`config.mk`:
```
export PLATFORM = sky130hd
export DESIGN_NAME = ppm_frame_decoder
export DESIGN_NICKNAME = d
export VERILOG_FILES = /design/src/rtl/core/ppmfd_pkg.sv /design/src/rtl/core/ppmfd_ctrl.sv /design/src/rtl/core/ppmfd_dpath.sv /design/src/rtl/core/ppm_frame_decoder.sv
export VERILOG_INCLUDE_DIRS = /design/src /design/src/rtl/core
export SDC_FILE = /design/constraint.sdc
export NUM_CORES = 1
export LEC_CHECK = 0
export BUFFER_PORTS_ARGS = -buffer_cell sky130_fd_sc_hd__clkbuf_2
export CAP_MARGIN = 20
export CORE_ASPECT_RATIO = 0.8
export CORE_UTILIZATION = 50
export CTS_CLUSTER_DIAMETER = 50
export DETAILED_ROUTE_END_ITERATION = 8
export PLACE_DENSITY = 0.66
export RECOVER_POWER = 50
export SLEW_MARGIN = 5
export SYNTH_ARGS = -nofsm -noshare
export SYNTH_HDL_FRONTEND = slang
export SYNTH_SLANG_ARGS = --single-unit
```
`constraint.sdc`:
```
create_clock -name clk_i -period 7.3 [get_ports clk_i]
set_clock_uncertainty 0.1 [all_clocks]
set_input_delay 0 -clock clk_i [delete_from_list [all_inputs] [get_ports clk_i]]
set_output_delay 0 -clock clk_i [all_outputs]
set_load 0.005 [all_outputs]
```
`src/rtl/core/assert_macros.svh`:
```
// Assertion macros shared by the PPM frame decoder RTL.
// Depends on clk_i and rst_ni being visible in the including module.
`ifndef ASSERT_MACROS_SVH
`define ASSERT_MACROS_SVH

// Same-cycle implication, checked outside reset.
`define ASSERT_IMPLIES(lbl, ante, cons) \
  lbl: assert property (@(posedge clk_i) disable iff (!rst_ni) (ante) |-> (cons)) \
    else $error("ppm decoder assertion failed");

// Next-cycle implication, checked outside reset.
`define ASSERT_NEXT(lbl, ante, cons) \
  lbl: assert property (@(posedge clk_i) disable iff (!rst_ni) (ante) |=> (cons)) \
    else $error("ppm decoder assertion failed");

`endif

```
`src/rtl/core/ppmfd_pkg.sv`:
```
// Shared types and constants for the PPM frame decoder.
// Used by ppmfd_ctrl, ppmfd_dpath and ppm_frame_decoder; no dependencies.
package ppmfd_pkg;

  // Configuration port.
  localparam int unsigned CfgIdxW  = 3;
  localparam int unsigned CfgDataW = 16;

  localparam logic [CfgIdxW-1:0] CFG_SYNC_MIN  = 3'd0;
  localparam logic [CfgIdxW-1:0] CFG_SYNC_MAX  = 3'd1;
  localparam logic [CfgIdxW-1:0] CFG_PULSE_MIN = 3'd2;
  localparam logic [CfgIdxW-1:0] CFG_PULSE_MAX = 3'd3;
  localparam logic [CfgIdxW-1:0] CFG_GAP_MIN   = 3'd4;
  localparam logic [CfgIdxW-1:0] CFG_GAP_MAX   = 3'd5;
  localparam logic [CfgIdxW-1:0] CFG_WARMUP    = 3'd6;

  // Register reset values.
  localparam logic [15:0] SYNC_MIN_RST  = 16'd5000;
  localparam logic [15:0] SYNC_MAX_RST  = 16'd40000;
  localparam logic [15:0] PULSE_MIN_RST = 16'd550;
  localparam logic [15:0] PULSE_MAX_RST = 16'd1300;
  localparam logic [15:0] GAP_MIN_RST   = 16'd550;
  localparam logic [15:0] GAP_MAX_RST   = 16'd3450;
  localparam logic [7:0]  WARMUP_RST    = 8'd8;

  // Event codes reported with each result.
  typedef enum logic [3:0] {
    EV_IGNORED  = 4'd0,
    EV_LOST     = 4'd1,
    EV_FOUND    = 4'd2,
    EV_REJECT   = 4'd3,
    EV_LEARNED  = 4'd4,
    EV_WARMUP   = 4'd5,
    EV_FAILSAFE = 4'd6,
    EV_ACCEPT   = 4'd7,
    EV_STORED   = 4'd8
  } event_e;

  // Interval classification against the windows and the decoder state.
  typedef enum logic [3:0] {
    CLS_IGNORE,
    CLS_LOST,
    CLS_FOUND,
    CLS_REJECT,
    CLS_LEARN,
    CLS_ACCEPT,
    CLS_FAILSAFE,
    CLS_WARMUP,
    CLS_STORE
  } cls_e;

  // Commands from the controller to the datapath.
  typedef enum logic [2:0] {
    CMD_NONE,
    CMD_CAPTURE,
    CMD_APPLY,
    CMD_STORE,
    CMD_COPY,
    CMD_EMIT,
    CMD_LOAD
  } cmd_e;

  // Controller states.
  typedef enum logic [2:0] {
    ST_IDLE,
    ST_DECIDE,
    ST_STORE,
    ST_COPY,
    ST_EMIT,
    ST_RESULT
  } state_e;

  // Status from the datapath to the controller.
  typedef struct packed {
    cls_e cls;
    logic copy_last;
    logic emit_last;
    logic can_load;
  } status_t;

  // Input beat.
  typedef struct packed {
    logic [15:0] stamp;
    logic        edge_level;
  } in_t;

  // Output beat.
  typedef struct packed {
    logic [3:0]  event_res;
    logic        synced;
    logic [3:0]  detected_channels;
    logic [2:0]  channel_index;
    logic [15:0] channel_width;
    logic        value_valid;
    logic        last;
  } out_t;

endpackage

```
`src/rtl/core/ppmfd_ctrl.sv`:
```
// Sequencing state machine for the PPM frame decoder.
// Depends on ppmfd_pkg; drives commands into ppmfd_dpath.
module ppmfd_ctrl (
  input  logic               clk_i,
  input  logic               rst_ni,
  input  logic               in_valid_i,
  output logic               in_ready_o,
  input  ppmfd_pkg::status_t status_i,
  output ppmfd_pkg::cmd_e    cmd_o
);

  ppmfd_pkg::state_e state_q, state_d;

  // State register.
  always_ff @(posedge clk_i or negedge rst_ni) begin
    if (!rst_ni) begin
      state_q <= ppmfd_pkg::ST_IDLE;
    end else begin
      state_q <= state_d;
    end
  end

  // Next state and commands.
  always_comb begin
    state_d    = state_q;
    cmd_o      = ppmfd_pkg::CMD_NONE;
    in_ready_o = 1'b0;
    unique case (state_q)
      ppmfd_pkg::ST_IDLE: begin
        in_ready_o = 1'b1;
        if (in_valid_i) begin
          cmd_o   = ppmfd_pkg::CMD_CAPTURE;
          state_d = ppmfd_pkg::ST_DECIDE;
        end
      end
      ppmfd_pkg::ST_DECIDE: begin
        cmd_o = ppmfd_pkg::CMD_APPLY;
        unique case (status_i.cls)
          ppmfd_pkg::CLS_STORE:    state_d = ppmfd_pkg::ST_STORE;
          ppmfd_pkg::CLS_FAILSAFE: state_d = ppmfd_pkg::ST_COPY;
          ppmfd_pkg::CLS_ACCEPT:   state_d = ppmfd_pkg::ST_EMIT;
          default:                 state_d = ppmfd_pkg::ST_RESULT;
        endcase
      end
      ppmfd_pkg::ST_STORE: begin
        cmd_o   = ppmfd_pkg::CMD_STORE;
        state_d = ppmfd_pkg::ST_RESULT;
      end
      ppmfd_pkg::ST_COPY: begin
        cmd_o = ppmfd_pkg::CMD_COPY;
        if (status_i.copy_last) begin
          state_d = ppmfd_pkg::ST_RESULT;
        end
      end
      ppmfd_pkg::ST_EMIT: begin
        if (status_i.can_load) begin
          cmd_o = ppmfd_pkg::CMD_EMIT;
          if (status_i.emit_last) begin
            state_d = ppmfd_pkg::ST_IDLE;
          end
        end
      end
      ppmfd_pkg::ST_RESULT: begin
        if (status_i.can_load) begin
          cmd_o   = ppmfd_pkg::CMD_LOAD;
          state_d = ppmfd_pkg::ST_IDLE;
        end
      end
      default: begin
        state_d = ppmfd_pkg::ST_IDLE;
      end
    endcase
  end

endmodule

```
`src/rtl/core/ppmfd_dpath.sv`:
```
// Datapath of the PPM frame decoder: registers, interval windows, width banks
// and the output register. Depends on ppmfd_pkg and assert_macros.svh.
`include "assert_macros.svh"

module ppmfd_dpath #(
  parameter int unsigned MAX_CHANNELS = 8
) (
  input  logic                                clk_i,
  input  logic                                rst_ni,
  input  logic                                cfg_we_i,
  input  logic [ppmfd_pkg::CfgIdxW-1:0]       cfg_index_i,
  input  logic [ppmfd_pkg::CfgDataW-1:0]      cfg_data_i,
  input  ppmfd_pkg::in_t                      in_data_i,
  input  ppmfd_pkg::cmd_e                     cmd_i,
  output ppmfd_pkg::status_t                  status_o,
  output logic                                out_valid_o,
  input  logic                                out_ready_i,
  output ppmfd_pkg::out_t                     out_data_o
);

  localparam int unsigned ChW  = (MAX_CHANNELS > 1) ? $clog2(MAX_CHANNELS) : 1;
  localparam int unsigned CntW = $clog2(MAX_CHANNELS + 1);
  localparam logic [CntW-1:0] MaxCnt = CntW'(MAX_CHANNELS);

  // Configuration registers.
  logic [15:0] sync_min_q, sync_max_q, pulse_min_q, pulse_max_q;
  logic [15:0] gap_min_q, gap_max_q;

  // Decoder state.
  logic [15:0]     prev_q, w_q;
  logic            level_q;
  logic            mode_q, synced_q, polarity_q, active_q, failsafe_q;
  logic [CntW-1:0] run_q, learned_q;
  logic [7:0]      warmup_left_q;
  logic [ChW-1:0]  k_q;

  // Pending single result.
  ppmfd_pkg::event_e ev_q;
  logic [ChW-1:0]    res_idx_q;
  logic [15:0]       res_width_q;
  logic              res_valid_q;

  // Output register.
  ppmfd_pkg::out_t out_q;
  logic            out_valid_q;

  // Width banks, two of MAX_CHANNELS entries.
  logic [15:0] bank_q [2][MAX_CHANNELS];

  ppmfd_pkg::cls_e cls;
  logic [ChW-1:0]  run_idx;
  logic [15:0]     src_width;
  logic [16:0]     sum;
  logic [15:0]     avg;
  logic            copy_last, emit_last, can_load;

  assign run_idx   = run_q[ChW-1:0];
  assign can_load  = !out_valid_q || out_ready_i;
  assign copy_last = (CntW'(k_q) + CntW'(1)) == run_q;
  assign emit_last = (CntW'(k_q) + CntW'(1)) == learned_q;

  // Gap averaging against the active bank.
  assign src_width = bank_q[active_q][run_idx];
  assign sum       = {1'b0, w_q} + {1'b0, src_width};
  assign avg       = sum[16:1];

  // Interval classification in window order.
  always_comb begin
    cls = ppmfd_pkg::CLS_IGNORE;
    priority if (w_q > sync_max_q) begin
      cls = ppmfd_pkg::CLS_LOST;
    end else if (w_q > sync_min_q) begin
      priority if (!mode_q) begin
        cls = ppmfd_pkg::CLS_FOUND;
      end else if ((polarity_q != level_q) || (run_q == '0)) begin
        cls = ppmfd_pkg::CLS_REJECT;
      end else if (learned_q == '0) begin
        cls = ppmfd_pkg::CLS_LEARN;
      end else if (learned_q != run_q) begin
        cls = ppmfd_pkg::CLS_REJECT;
      end else if (failsafe_q) begin
        cls = ppmfd_pkg::CLS_ACCEPT;
      end else if (warmup_left_q == '0) begin
        cls = ppmfd_pkg::CLS_FAILSAFE;
      end else begin
        cls = ppmfd_pkg::CLS_WARMUP;
      end
    end else if (!mode_q || (run_q >= MaxCnt)) begin
      cls = ppmfd_pkg::CLS_IGNORE;
    end else if ((w_q < pulse_min_q) || (w_q < pulse_max_q) || (w_q < gap_min_q)) begin
      cls = ppmfd_pkg::CLS_IGNORE;
    end else if ((w_q < gap_max_q) && (polarity_q == level_q)) begin
      cls = ppmfd_pkg::CLS_STORE;
    end else begin
      cls = ppmfd_pkg::CLS_IGNORE;
    end
  end

  assign status_o.cls       = cls;
  assign status_o.copy_last = copy_last;
  assign status_o.emit_last = emit_last;
  assign status_o.can_load  = can_load;

  // Configuration and decoder state.
  always_ff @(posedge clk_i or negedge rst_ni) begin
    if (!rst_ni) begin
      sync_min_q      <= ppmfd_pkg::SYNC_MIN_RST;
      sync_max_q      <= ppmfd_pkg::SYNC_MAX_RST;
      pulse_min_q     <= ppmfd_pkg::PULSE_MIN_RST;
      pulse_max_q     <= ppmfd_pkg::PULSE_MAX_RST;
      gap_min_q       <= ppmfd_pkg::GAP_MIN_RST;
      gap_max_q       <= ppmfd_pkg::GAP_MAX_RST;
      warmup_left_q   <= ppmfd_pkg::WARMUP_RST;
      prev_q          <= '0;
      mode_q          <= 1'b0;
      synced_q        <= 1'b0;
      polarity_q      <= 1'b0;
      active_q        <= 1'b0;
      failsafe_q      <= 1'b0;
      run_q           <= '0;
      learned_q       <= '0;
      k_q             <= '0;
    end else begin
      if (cfg_we_i) begin
        unique case (cfg_index_i)
          ppmfd_pkg::CFG_SYNC_MIN:  sync_min_q  <= cfg_data_i;
          ppmfd_pkg::CFG_SYNC_MAX:  sync_max_q  <= cfg_data_i;
          ppmfd_pkg::CFG_PULSE_MIN: pulse_min_q <= cfg_data_i;
          ppmfd_pkg::CFG_PULSE_MAX: pulse_max_q <= cfg_data_i;
          ppmfd_pkg::CFG_GAP_MIN:   gap_min_q   <= cfg_data_i;
          ppmfd_pkg::CFG_GAP_MAX:   gap_max_q   <= cfg_data_i;
          // The warm-up count is only ever used as the countdown start.
          ppmfd_pkg::CFG_WARMUP: begin
            warmup_left_q <= cfg_data_i[7:0];
          end
          default: ;
        endcase
      end
      unique case (cmd_i)
        ppmfd_pkg::CMD_CAPTURE: begin
          prev_q <= in_data_i.stamp;
        end
        ppmfd_pkg::CMD_APPLY: begin
          k_q <= '0;
          unique case (cls)
            ppmfd_pkg::CLS_LOST: begin
              mode_q   <= 1'b0;
              synced_q <= 1'b0;
              run_q    <= '0;
            end
            ppmfd_pkg::CLS_FOUND: begin
              mode_q     <= 1'b1;
              polarity_q <= level_q;
              run_q      <= '0;
            end
            ppmfd_pkg::CLS_REJECT: begin
              run_q <= '0;
            end
            ppmfd_pkg::CLS_LEARN: begin
              learned_q <= run_q;
              run_q     <= '0;
            end
            ppmfd_pkg::CLS_ACCEPT: begin
              active_q <= ~active_q;
              synced_q <= 1'b1;
              run_q    <= '0;
            end
            ppmfd_pkg::CLS_WARMUP: begin
              warmup_left_q <= warmup_left_q - 8'd1;
              run_q         <= '0;
            end
            default: ;
          endcase
        end
        ppmfd_pkg::CMD_STORE: begin
          run_q <= run_q + CntW'(1);
        end
        ppmfd_pkg::CMD_COPY: begin
          k_q <= k_q + ChW'(1);
          if (copy_last) begin
            active_q   <= 1'b0;
            failsafe_q <= 1'b1;
            run_q      <= '0;
          end
        end
        ppmfd_pkg::CMD_EMIT: begin
          k_q <= k_q + ChW'(1);
        end
        default: ;
      endcase
    end
  end

  // Captured interval, edge level and the pending result fields.
  always_ff @(posedge clk_i) begin
    if (cmd_i == ppmfd_pkg::CMD_CAPTURE) begin
      w_q     <= in_data_i.stamp - prev_q;
      level_q <= in_data_i.edge_level;
    end
    if (cmd_i == ppmfd_pkg::CMD_APPLY) begin
      res_idx_q   <= '0;
      res_width_q <= '0;
      res_valid_q <= 1'b0;
      unique case (cls)
        ppmfd_pkg::CLS_LOST:   ev_q <= ppmfd_pkg::EV_LOST;
        ppmfd_pkg::CLS_FOUND:  ev_q <= ppmfd_pkg::EV_FOUND;
        ppmfd_pkg::CLS_REJECT: ev_q <= ppmfd_pkg::EV_REJECT;
        ppmfd_pkg::CLS_LEARN:  ev_q <= ppmfd_pkg::EV_LEARNED;
        ppmfd_pkg::CLS_WARMUP: ev_q <= ppmfd_pkg::EV_WARMUP;
        default:               ev_q <= ppmfd_pkg::EV_IGNORED;
      endcase
    end else if (cmd_i == ppmfd_pkg::CMD_STORE) begin
      ev_q        <= ppmfd_pkg::EV_STORED;
      res_idx_q   <= run_idx;
      res_width_q <= avg;
      res_valid_q <= 1'b1;
    end else if ((cmd_i == ppmfd_pkg::CMD_COPY) && copy_last) begin
      ev_q <= ppmfd_pkg::EV_FAILSAFE;
    end
  end

  // Width banks: stores write the pending bank, the failsafe copy walks it.
  always_ff @(posedge clk_i or negedge rst_ni) begin
    if (!rst_ni) begin
      for (int b = 0; b < 2; b++) begin
        for (int c = 0; c < MAX_CHANNELS; c++) begin
          bank_q[b][c] <= '0;
        end
      end
    end else if (cmd_i == ppmfd_pkg::CMD_STORE) begin
      bank_q[~active_q][run_idx] <= avg;
    end else if (cmd_i == ppmfd_pkg::CMD_COPY) begin
      bank_q[~active_q][k_q] <= bank_q[active_q][k_q];
    end
  end

  // Output register valid.
  always_ff @(posedge clk_i or negedge rst_ni) begin
    if (!rst_ni) begin
      out_valid_q <= 1'b0;
    end else if ((cmd_i == ppmfd_pkg::CMD_LOAD) || (cmd_i == ppmfd_pkg::CMD_EMIT)) begin
      out_valid_q <= 1'b1;
    end else if (out_ready_i) begin
      out_valid_q <= 1'b0;
    end
  end

  // Output register payload.
  always_ff @(posedge clk_i) begin
    if (cmd_i == ppmfd_pkg::CMD_LOAD) begin
      out_q.event_res         <= ev_q;
      out_q.synced            <= synced_q;
      out_q.detected_channels <= 4'(learned_q);
      out_q.channel_index     <= 3'(res_idx_q);
      out_q.channel_width     <= res_width_q;
      out_q.value_valid       <= res_valid_q;
      out_q.last              <= 1'b1;
    end else if (cmd_i == ppmfd_pkg::CMD_EMIT) begin
      out_q.event_res         <= ppmfd_pkg::EV_ACCEPT;
      out_q.synced            <= synced_q;
      out_q.detected_channels <= 4'(learned_q);
      out_q.channel_index     <= 3'(k_q);
      out_q.channel_width     <= bank_q[active_q][k_q];
      out_q.value_valid       <= 1'b1;
      out_q.last              <= emit_last;
    end
  end

  assign out_valid_o = out_valid_q;
  assign out_data_o  = out_q;

  // The running count never passes the bank depth.
  `ASSERT_IMPLIES(a_run_bound, 1'b1, run_q <= MaxCnt)
  // A stored gap advances the running count by one.
  `ASSERT_NEXT(a_store_inc, cmd_i == ppmfd_pkg::CMD_STORE, run_q == $past(run_q) + CntW'(1))
  // The end of the failsafe copy leaves bank zero active and the copy marked.
  `ASSERT_NEXT(a_fs_done, (cmd_i == ppmfd_pkg::CMD_COPY) && copy_last,
               !active_q && failsafe_q && (run_q == '0))
  // Frames are only accepted once the failsafe copy exists.
  `ASSERT_IMPLIES(a_sync_fs, synced_q, failsafe_q)

endmodule

```
`src/rtl/core/ppm_frame_decoder.sv`:
```
// Top level of the PPM frame decoder: controller plus datapath.
// Depends on ppmfd_pkg, ppmfd_ctrl and ppmfd_dpath.
//
//  Port group   Direction  Handshake          Beat
//  cfg          in         cfg_we_i           register index + 16-bit data
//  in           in         in_valid_i/ready   ppmfd_pkg::in_t (capture time, edge level)
//  out          out        out_valid_o/ready  ppmfd_pkg::out_t (one result)
//
// An edge is captured (IDLE) and classified (DECIDE), then its result is handed
// to the output register (RESULT); a stored gap adds the bank update (STORE).
// A failsafe frame walks the pending bank channel by channel before its result;
// an accepted frame emits one beat per cycle while the output is not stalled.
// The next edge is taken as soon as the last result sits in the output register.
// Reset is asynchronous and clears the width banks at once; stalls on the output
// hold the controller in place without losing results.
module ppm_frame_decoder #(
  parameter int unsigned MAX_CHANNELS = 8
) (
  input  logic                           clk_i,
  input  logic                           rst_ni,
  input  logic                           cfg_we_i,
  input  logic [ppmfd_pkg::CfgIdxW-1:0]  cfg_index_i,
  input  logic [ppmfd_pkg::CfgDataW-1:0] cfg_data_i,
  input  logic                           in_valid_i,
  output logic                           in_ready_o,
  input  ppmfd_pkg::in_t                 in_data_i,
  output logic                           out_valid_o,
  input  logic                           out_ready_i,
  output ppmfd_pkg::out_t                out_data_o
);

  ppmfd_pkg::status_t status;
  ppmfd_pkg::cmd_e    cmd;

  // Sequencer.
  ppmfd_ctrl u_ctrl (
    .clk_i      (clk_i),
    .rst_ni     (rst_ni),
    .in_valid_i (in_valid_i),
    .in_ready_o (in_ready_o),
    .status_i   (status),
    .cmd_o      (cmd)
  );

  // Registers, windows, banks and output register.
  ppmfd_dpath #(
    .MAX_CHANNELS (MAX_CHANNELS)
  ) u_dpath (
    .clk_i       (clk_i),
    .rst_ni      (rst_ni),
    .cfg_we_i    (cfg_we_i),
    .cfg_index_i (cfg_index_i),
    .cfg_data_i  (cfg_data_i),
    .in_data_i   (in_data_i),
    .cmd_i       (cmd),
    .status_o    (status),
    .out_valid_o (out_valid_o),
    .out_ready_i (out_ready_i),
    .out_data_o  (out_data_o)
  );

endmodule

```
==> out/results.ini, run 1 <==
[run_status]
status = finished, violations left
violations = capacitance limit, slew limit

[clock_tree]
cts_tree = yes
clock_latency_ns = 0.60
clock_sinks = 467
root_buffer = clkbuf_16
clockBufferDepth = 3
h-tree-depth = 2
cts.clk_slew.worst_paths_ns = 0.06
numCtsBuffers = 51
cts_resized = 0

[setup_path]
cp_cell_sequence = buf_4 -> mux2i_1 -> o22ai_1 -> or4_1 -> ha_1 -> a21oi_1 -> o211ai_1 -> a31o_2 -> a211o_1 -> xor2_1 -> buf_4 -> nand2_1 -> a21oi_1
worstSetupPathType = flip-flop to flip-flop
worstPathRequired_ns = 7.73
cp_max_fo = 54
worstPathArrival_ns = 6.17
worst-path-buf-inv = 2
crit_slowest_cell = dfrtp_4
critPathMaxStageDelay_ns = 1.05
end_kind = flip-flop
setup.worst_path.start_class = flip-flop
path_delay_family = compound AO/OA/AOI/OAI gates

[grt]
grt_pass1_wl_um = 131000
antenna_found_initial = 1
grtUsageTotal_pct = 32.4
grt.overflow.total = 0
grt_pass1_vias = 21400
grt_max_degree = 155

[layout]
multi_input_area_mm2 = 0.0128
area_growth_pct = 12.5
fillers = 4384
final-seq-area_mm2 = 0.0119
fin_util_pct = 56.9
nets = 2884
drive_gt1_share_pct = 12.3

[pwr]
power_density_mw_per_mm2 = 268
leakage_nw = 12.0
ir_drop_v = 0.000246
total_power_w = 0.00780

[drt]
drtIter0Drc = 2904
dr.pass1.iters = 6
ant_nets = 0
routed-via-count = 22600
postRouteWirelength_um = 86100
drc_errors = 0
wl_per_cell_um = 25.0
vias_per_cell = 6.56

[timing]
layout_worst_path_cycle_share_pct = 78.6
setup_viol = 0
hold_slack_ns = 0.00936
worstMarginPinSlew_ns = 3.92
relSlewSlack_pct = -161
setup_tns_ns = 0
rsz0062_at_grt = no
maxSlewViolCount = 279
period_minus_slack_ns = 5.74
clock.fmax_ghz = 0.174
finalHoldViolations = 0

[floorplan]
boundaryPins = 73
num_rows = 74
design.die.area_mm2 = 0.0526
core-area_mm2 = 0.0510
dieWidth_um = 256
start_util_pct = 50.6
die_h_um = 205

[placement]
finalWeightedCongestion = 0.981
port_buffers = 72
dp_hpwl_um = 59900

[synth]
ys_seq_area_share_pct = 46.0
syn-num-nets = 2823
synth_warnings = 0
syn_area_per_cell_um2 = 9.73
synth_seq_cells = 467
postSynthCellCount = 2654
synth_edf_count = 50
synthFlopType = dfrtp_1
netlist_area_mm2 = 0.0258
async_flop_share_pct = 84.8
ys_types = 93

[run]
maxCapViolCount = 2

[worst_hold_path]
worstHoldPathType = input pin to asynchronous set/reset pin

## metrics by stage
| step | cell area, µm² | worst slack [ns] | cells |
|---|---|---|---|
| 2_1_floorplan | 25800 | 2.70 | 2654 |
| 3_3_place_gp | 26900 | 1.86 | 3294 |
| 3_5_place_dp | 26900 | 1.79 | 3296 |
| 4_1_cts | 29000 | 1.78 | 3433 |
| 5_1_grt | 29000 | 1.45 | 3440 |
| 6_report | 29100 | 1.56 | 3443 |
## area by class of cell
class | count | share of cell area, %
multi-input combinational | 1866 | 43.9
clock inverter | 30 | 0.948
inverter | 137 | 1.77
tap | 684 | 2.95
timing repair buffer | 192 | 4.70
clock buffer | 64 | 4.81
sequential | 467 | 40.9
antenna | 3 | 0.0258
## worst paths after layout
| path | startpoint | end | slack, ns | cells past startpoint |
|---|---|---|---|---|
| min reg2reg | u_dpath.out_data_o[0] | u_dpath.out_data_o[0] | 0.35 | 2 |
| max in group asynchronous | rst_ni | u_dpath.bank_q[52] | 2.72 | 3 |
| min | rst_ni | u_dpath.warmup_left_q[5] | 0.009 | 2 |
| max | u_dpath.active_q | u_dpath.res_width_q[13] | 1.56 | 13 |
| max reg2reg | u_dpath.active_q | u_dpath.res_width_q[13] | 1.56 | 13 |
| min in group clk_i | in_data_i[7] | u_dpath.prev_q[6] | 0.08 | 4 |
## placed cells by master (no fill, tap or decap), types with 12 or more instances in the layout
master         Yosys  layout
o21ai_0          205     196
a22oi_1           55      55
or3_1             12      12
nand4_1           19      19
nand3_1           33      33
nor2_1           199     198
xor2_1            16      16
edfxtp_1          50      50
dfstp_2           31      31
buf_4             12      65
and3_1            13      13
xnor2_1           24      21
mux2_2            42      42
a221o_1           84      84
mux2i_1          139     139
dfrtp_1          365     364
a21o_1            14      14
nor3_1            35      35
inv_1            135     135
o22ai_1          134     134
dfxtp_1           21      21
dlygate4sd3_1      0      43
or4_1             21      21
ha_1             126     126
clkbuf_16          0      52
nand2_1          320     320
nor4_1            14      13
clkbuf_1         119      32
a21oi_1          112     111
o221ai_1          74      74
clkbuf_2           0      52
## sequential cells by signal, summed over array words and instances, names as in the netlist, 8 cells and up
name                   flops
u_dpath.pulse_min_q       16
u_dpath.w_q               16
u_dpath.sync_max_q        16
u_dpath.out_data_o        30
u_dpath.bank_q           256
u_dpath.prev_q            16
u_dpath.gap_min_q         16
u_dpath.pulse_max_q       16
u_dpath.warmup_left_q      8
u_dpath.res_width_q       16
u_dpath.gap_max_q         16
u_dpath.sync_min_q        16
## cell usage after synthesis (all sizes together) (16+ instances only)
| library cell | number | area (µm²) |
|---|---|---|
| nand2 | 320 | 1200 |
| dfrtp | 365 | 9130 |
| clkbuf | 119 | 447 |
| nor3 | 38 | 205 |
| dfxtp | 21 | 420 |
| edfxtp | 50 | 1500 |
| a221o | 84 | 841 |
| or4 | 21 | 158 |
| nor4 | 28 | 272 |
| o21ai | 209 | 1050 |
| buf | 65 | 355 |
| ha | 126 | 1580 |
| o221ai | 80 | 738 |
| nand4 | 19 | 119 |
| mux2i | 139 | 1390 |
| mux2 | 42 | 473 |
| xor2 | 16 | 140 |
| a21oi | 114 | 586 |
| a22oi | 55 | 413 |
| xnor2 | 25 | 226 |
| o22ai | 135 | 851 |
| nor2 | 199 | 747 |
| dfstp | 31 | 815 |
| nand3 | 33 | 165 |
| inv | 136 | 510 |
## cell families (layout without fill, tap and decap cells)
kind of cell             Yosys count  in the layout  share of synthesized area, %
AO/OA/AOI/OAI                    784            784                          20.9
flip-flops                       467            467                          46.0
buffers and inverters            321            423                          5.10
AND/OR/NAND/NOR                  732            732                          13.1
other                              0              3                             0
multiplexers                     181            181                          7.22
XOR/XNOR                          41             41                          1.42
adder cells (fa/ha/maj)          128            128                          6.26
## metal layers
layer | vias up | wire length, µm | part of all wire [%] | global-route usage [%]
li1 | 9946 | - | - | -
met1 | 11200 | 38500 | 45 | 48.6
met2 | 1332 | 35300 | 41 | 45.5
met3 | 167 | 10200 | 12 | 8.68
met4 | 0 | 2060 | 2.4 | 9.09
met5 | - | 0 | 0 | 0
## power breakdown
part           switching [W]  total, W  internal (W)
registers           0.000242   0.00324       0.00300
logic                0.00123   0.00194      0.000706
clock network        0.00111   0.00262       0.00150
## repair_timing
| action | CTS | global route |
|---|---|---|
| hold endpoints to repair | 264 | 0 |
| setup buffers | 0 | 0 |
| hold buffers | 43 | 0 |
Note: power is estimated with default switching activity, not from simulation.
==> inputs of run 2 (changes only) <==
--- a/config.mk
+++ b/config.mk
@@ -12,7 +12,7 @@
 export CORE_UTILIZATION = 50
 export CTS_CLUSTER_DIAMETER = 50
 export DETAILED_ROUTE_END_ITERATION = 8
-export PLACE_DENSITY = 0.66
+export PLACE_DENSITY = 0.69
 export RECOVER_POWER = 50
 export SLEW_MARGIN = 5
 export SYNTH_ARGS = -nofsm -noshare
==> constraint.sdc (replaced) <==
create_clock -name clk_i -period 5 [get_ports clk_i]
set_clock_uncertainty 0.1 [all_clocks]
set_input_delay 0 -clock clk_i [delete_from_list [all_inputs] [get_ports clk_i]]
set_output_delay 0 -clock clk_i [all_outputs]
set_load 0.005 [all_outputs]
==> run 2 against run 1 <==
Against the previous run:
- the flow finishes with violations (DRC, capacitance limit, slew limit)
- die area unchanged
- combinational power increased by 47%
- clock power increased by 45%
- critical path depth decreased by 7
- sequential power increased by 45%
- wire length decreased by 2.3%
- hold slack improved by 0.020 ns
- utilization increased by 1.1 points
- via count increased by 0.23%
==> out/results.ini, run 2 (same netlist as run 1, synthesis figures left out) <==
[drt]
dr.pass1.iters = 8  ; +2
ant_nets = 0  ; unchanged
wl_per_cell_um = 24.0  ; -3.9%
vias_per_cell = 6.48  ; -1.3%
postRouteWirelength_um = 84100  ; -2.3%
drc_errors = 1  ; +1
drtIter0Drc = 2787  ; -4.0%
routed-via-count = 22600  ; +0.23%

[placement]
dp_slack_ns = 0.119  ; -1.67 ns
finalWeightedCongestion = 0.991  ; +0.96%
port_buffers = 72  ; unchanged
dp_hpwl_um = 61300  ; +2.3%

[timing]
clock.fmax_ghz = 0.205  ; +18%
relSlewSlack_pct = -145  ; +16 points
worstMarginPinSlew_ns = 3.68  ; -0.246 ns
layout_worst_path_cycle_share_pct = 97.6  ; +19 points
layout_setup_ws_ns = 0.122  ; -1.44 ns
finalHoldViolations = 0  ; unchanged
setup_viol = 0  ; unchanged
maxSlewViolCount = 137  ; -51%
setup_tns_ns = 0  ; unchanged
period_minus_slack_ns = 4.88  ; -0.862 ns
rsz0062_at_grt = no

[floorplan]
core-area_mm2 = 0.0510  ; unchanged
die_h_um = 205  ; unchanged
dieWidth_um = 256  ; unchanged
start_util_pct = 50.6  ; unchanged
boundaryPins = 73  ; unchanged
num_rows = 74  ; unchanged
design.die.area_mm2 = 0.0526  ; unchanged

[run]
maxCapViolCount = 3  ; +1

[pwr]
power_density_mw_per_mm2 = 384  ; +43%
ir_drop_v = 0.000264  ; +7.4%
leakage_nw = 12.4  ; +2.9%
total_power_w = 0.0114  ; +46%

[setup_path]
critPathMaxStageDelay_ns = 1.31  ; +0.26 ns
crit_slowest_cell = clkbuf_1
worstPathRequired_ns = 5.38  ; -2.35 ns
end_kind = flip-flop
worstPathArrival_ns = 5.26  ; -0.91 ns
cp_cell_sequence = clkbuf_1 -> nand2_1 -> nor3_1 -> nor2_1 -> buf_4 -> a221o_1
setup.worst_path.start_class = flip-flop
worstSetupPathType = flip-flop to flip-flop
cp_max_fo = 40  ; -26%

[layout]
num_antenna_cells = 0  ; -3
nets = 2940  ; +1.9%
most-common-layout-cells = dfrtp_1, nand2_1, o21ai_0, nor2_1, mux2i_1
regMostFlops = u_dpath.bank_q
area_growth_pct = 14.7
drive_gt1_share_pct = 14.2  ; +1.9 points
layout_commonest_cell = dfrtp_1
largest_reg_flops = 256  ; unchanged

[clock_tree]
cts_tree = yes
h-tree-depth = 2  ; unchanged
clock_latency_ns = 0.62  ; +0.02 ns
numCtsBuffers = 50  ; -2.0%
root_buffer = clkbuf_16
clock_sinks = 467  ; unchanged
cts.clk_slew.worst_paths_ns = 0.06  ; about the same
clockBufferDepth = 3  ; unchanged

[grt]
grt.overflow.total = 0  ; unchanged
grt_max_degree = 103  ; -34%
grt_pass1_vias = 21900  ; +2.3%
grt_pass1_wl_um = 130000  ; -0.75%
antenna_found_initial = 1  ; unchanged
grtUsageTotal_pct = 31.8  ; -0.59 points

[worst_hold_path]
worstHoldPathType = input pin to flip-flop

[run_status]
status = finished, violations left
violations = DRC, capacitance limit, slew limit

run 2: layout make-up:
cell class	instances	area (µm²)
timing repair buffer	249	1920
clock inverter	30	265
tap	684	856
inverter	137	514
clock buffer	64	1420
multi-input combinational	1866	12800
fill	4349	21400
sequential	467	11900
run 2: timing repair:
action | in CTS | in global routing
resized for setup | 0 | 2
endpoints found under the setup margin | 0 | 68
hold endpoints to repair | 248 | 0
hold buffers | 50 | 0
setup buffers | 0 | 7
run 2: per-layer routing:
metal  vias to the layer above  global-route usage [%]  share of wire (%)
li1                      10100                       -                  -
met1                     11000                    46.7                 44
met2                      1373                    44.8                 41
met3                       160                    9.72                 13
met4                         2                    9.52                2.5
met5                         -                       0              0.012
run 2: final timing paths:
kind | startpoint | end | slack [ns] | cells after the start
worst min-delay path | in_data_i[0] | u_dpath.level_q | 0.03 | 2
worst max register to register | u_ctrl.state_q[0] | u_dpath.bank_q[178] | 0.12 | 6
max in group asynchronous | rst_ni | u_dpath.bank_q[60] | 0.71 | 4
min in group asynchronous | rst_ni | u_dpath.bank_q[183] | 1.69 | 3
worst max-delay path | u_ctrl.state_q[0] | u_dpath.bank_q[178] | 0.12 | 6
worst min register to register | u_dpath.out_data_o[0] | u_dpath.out_data_o[0] | 0.36 | 2
run 2: worst max-delay path: cells and delay by family (launching register included):
family / cells / cell delay, ns
DFF: 1 / 0.34
AOI/OAI and AO/OA: 1 / 0.30
buffers and inverters: 2 / 1.61
and+or+nand+nor: 3 / 2.39
run 2: stage by stage:
stage / area (µm²) / cells / hold slack (ns) / utilization, %
3_3_place_gp: 27400 / 3342 / 0.0218 / 53.7
2_1_floorplan: 25800 / 2654 / -0.396 / -
3_5_place_dp: 27400 / 3344 / 0.0182 / 53.7
6_report: 29600 / 3497 / 0.0294 / 58.1
4_1_cts: 29600 / 3488 / 0.00386 / 58.0
5_1_grt: 29600 / 3497 / 0.0181 / 58.1
run 2: power breakdown:
part	internal [W]	leakage (nW)	switching (W)
clock	0.00214	0.827	0.00167
combinational	0.00106	5.66	0.00181
sequential	0.00438	5.89	0.000322
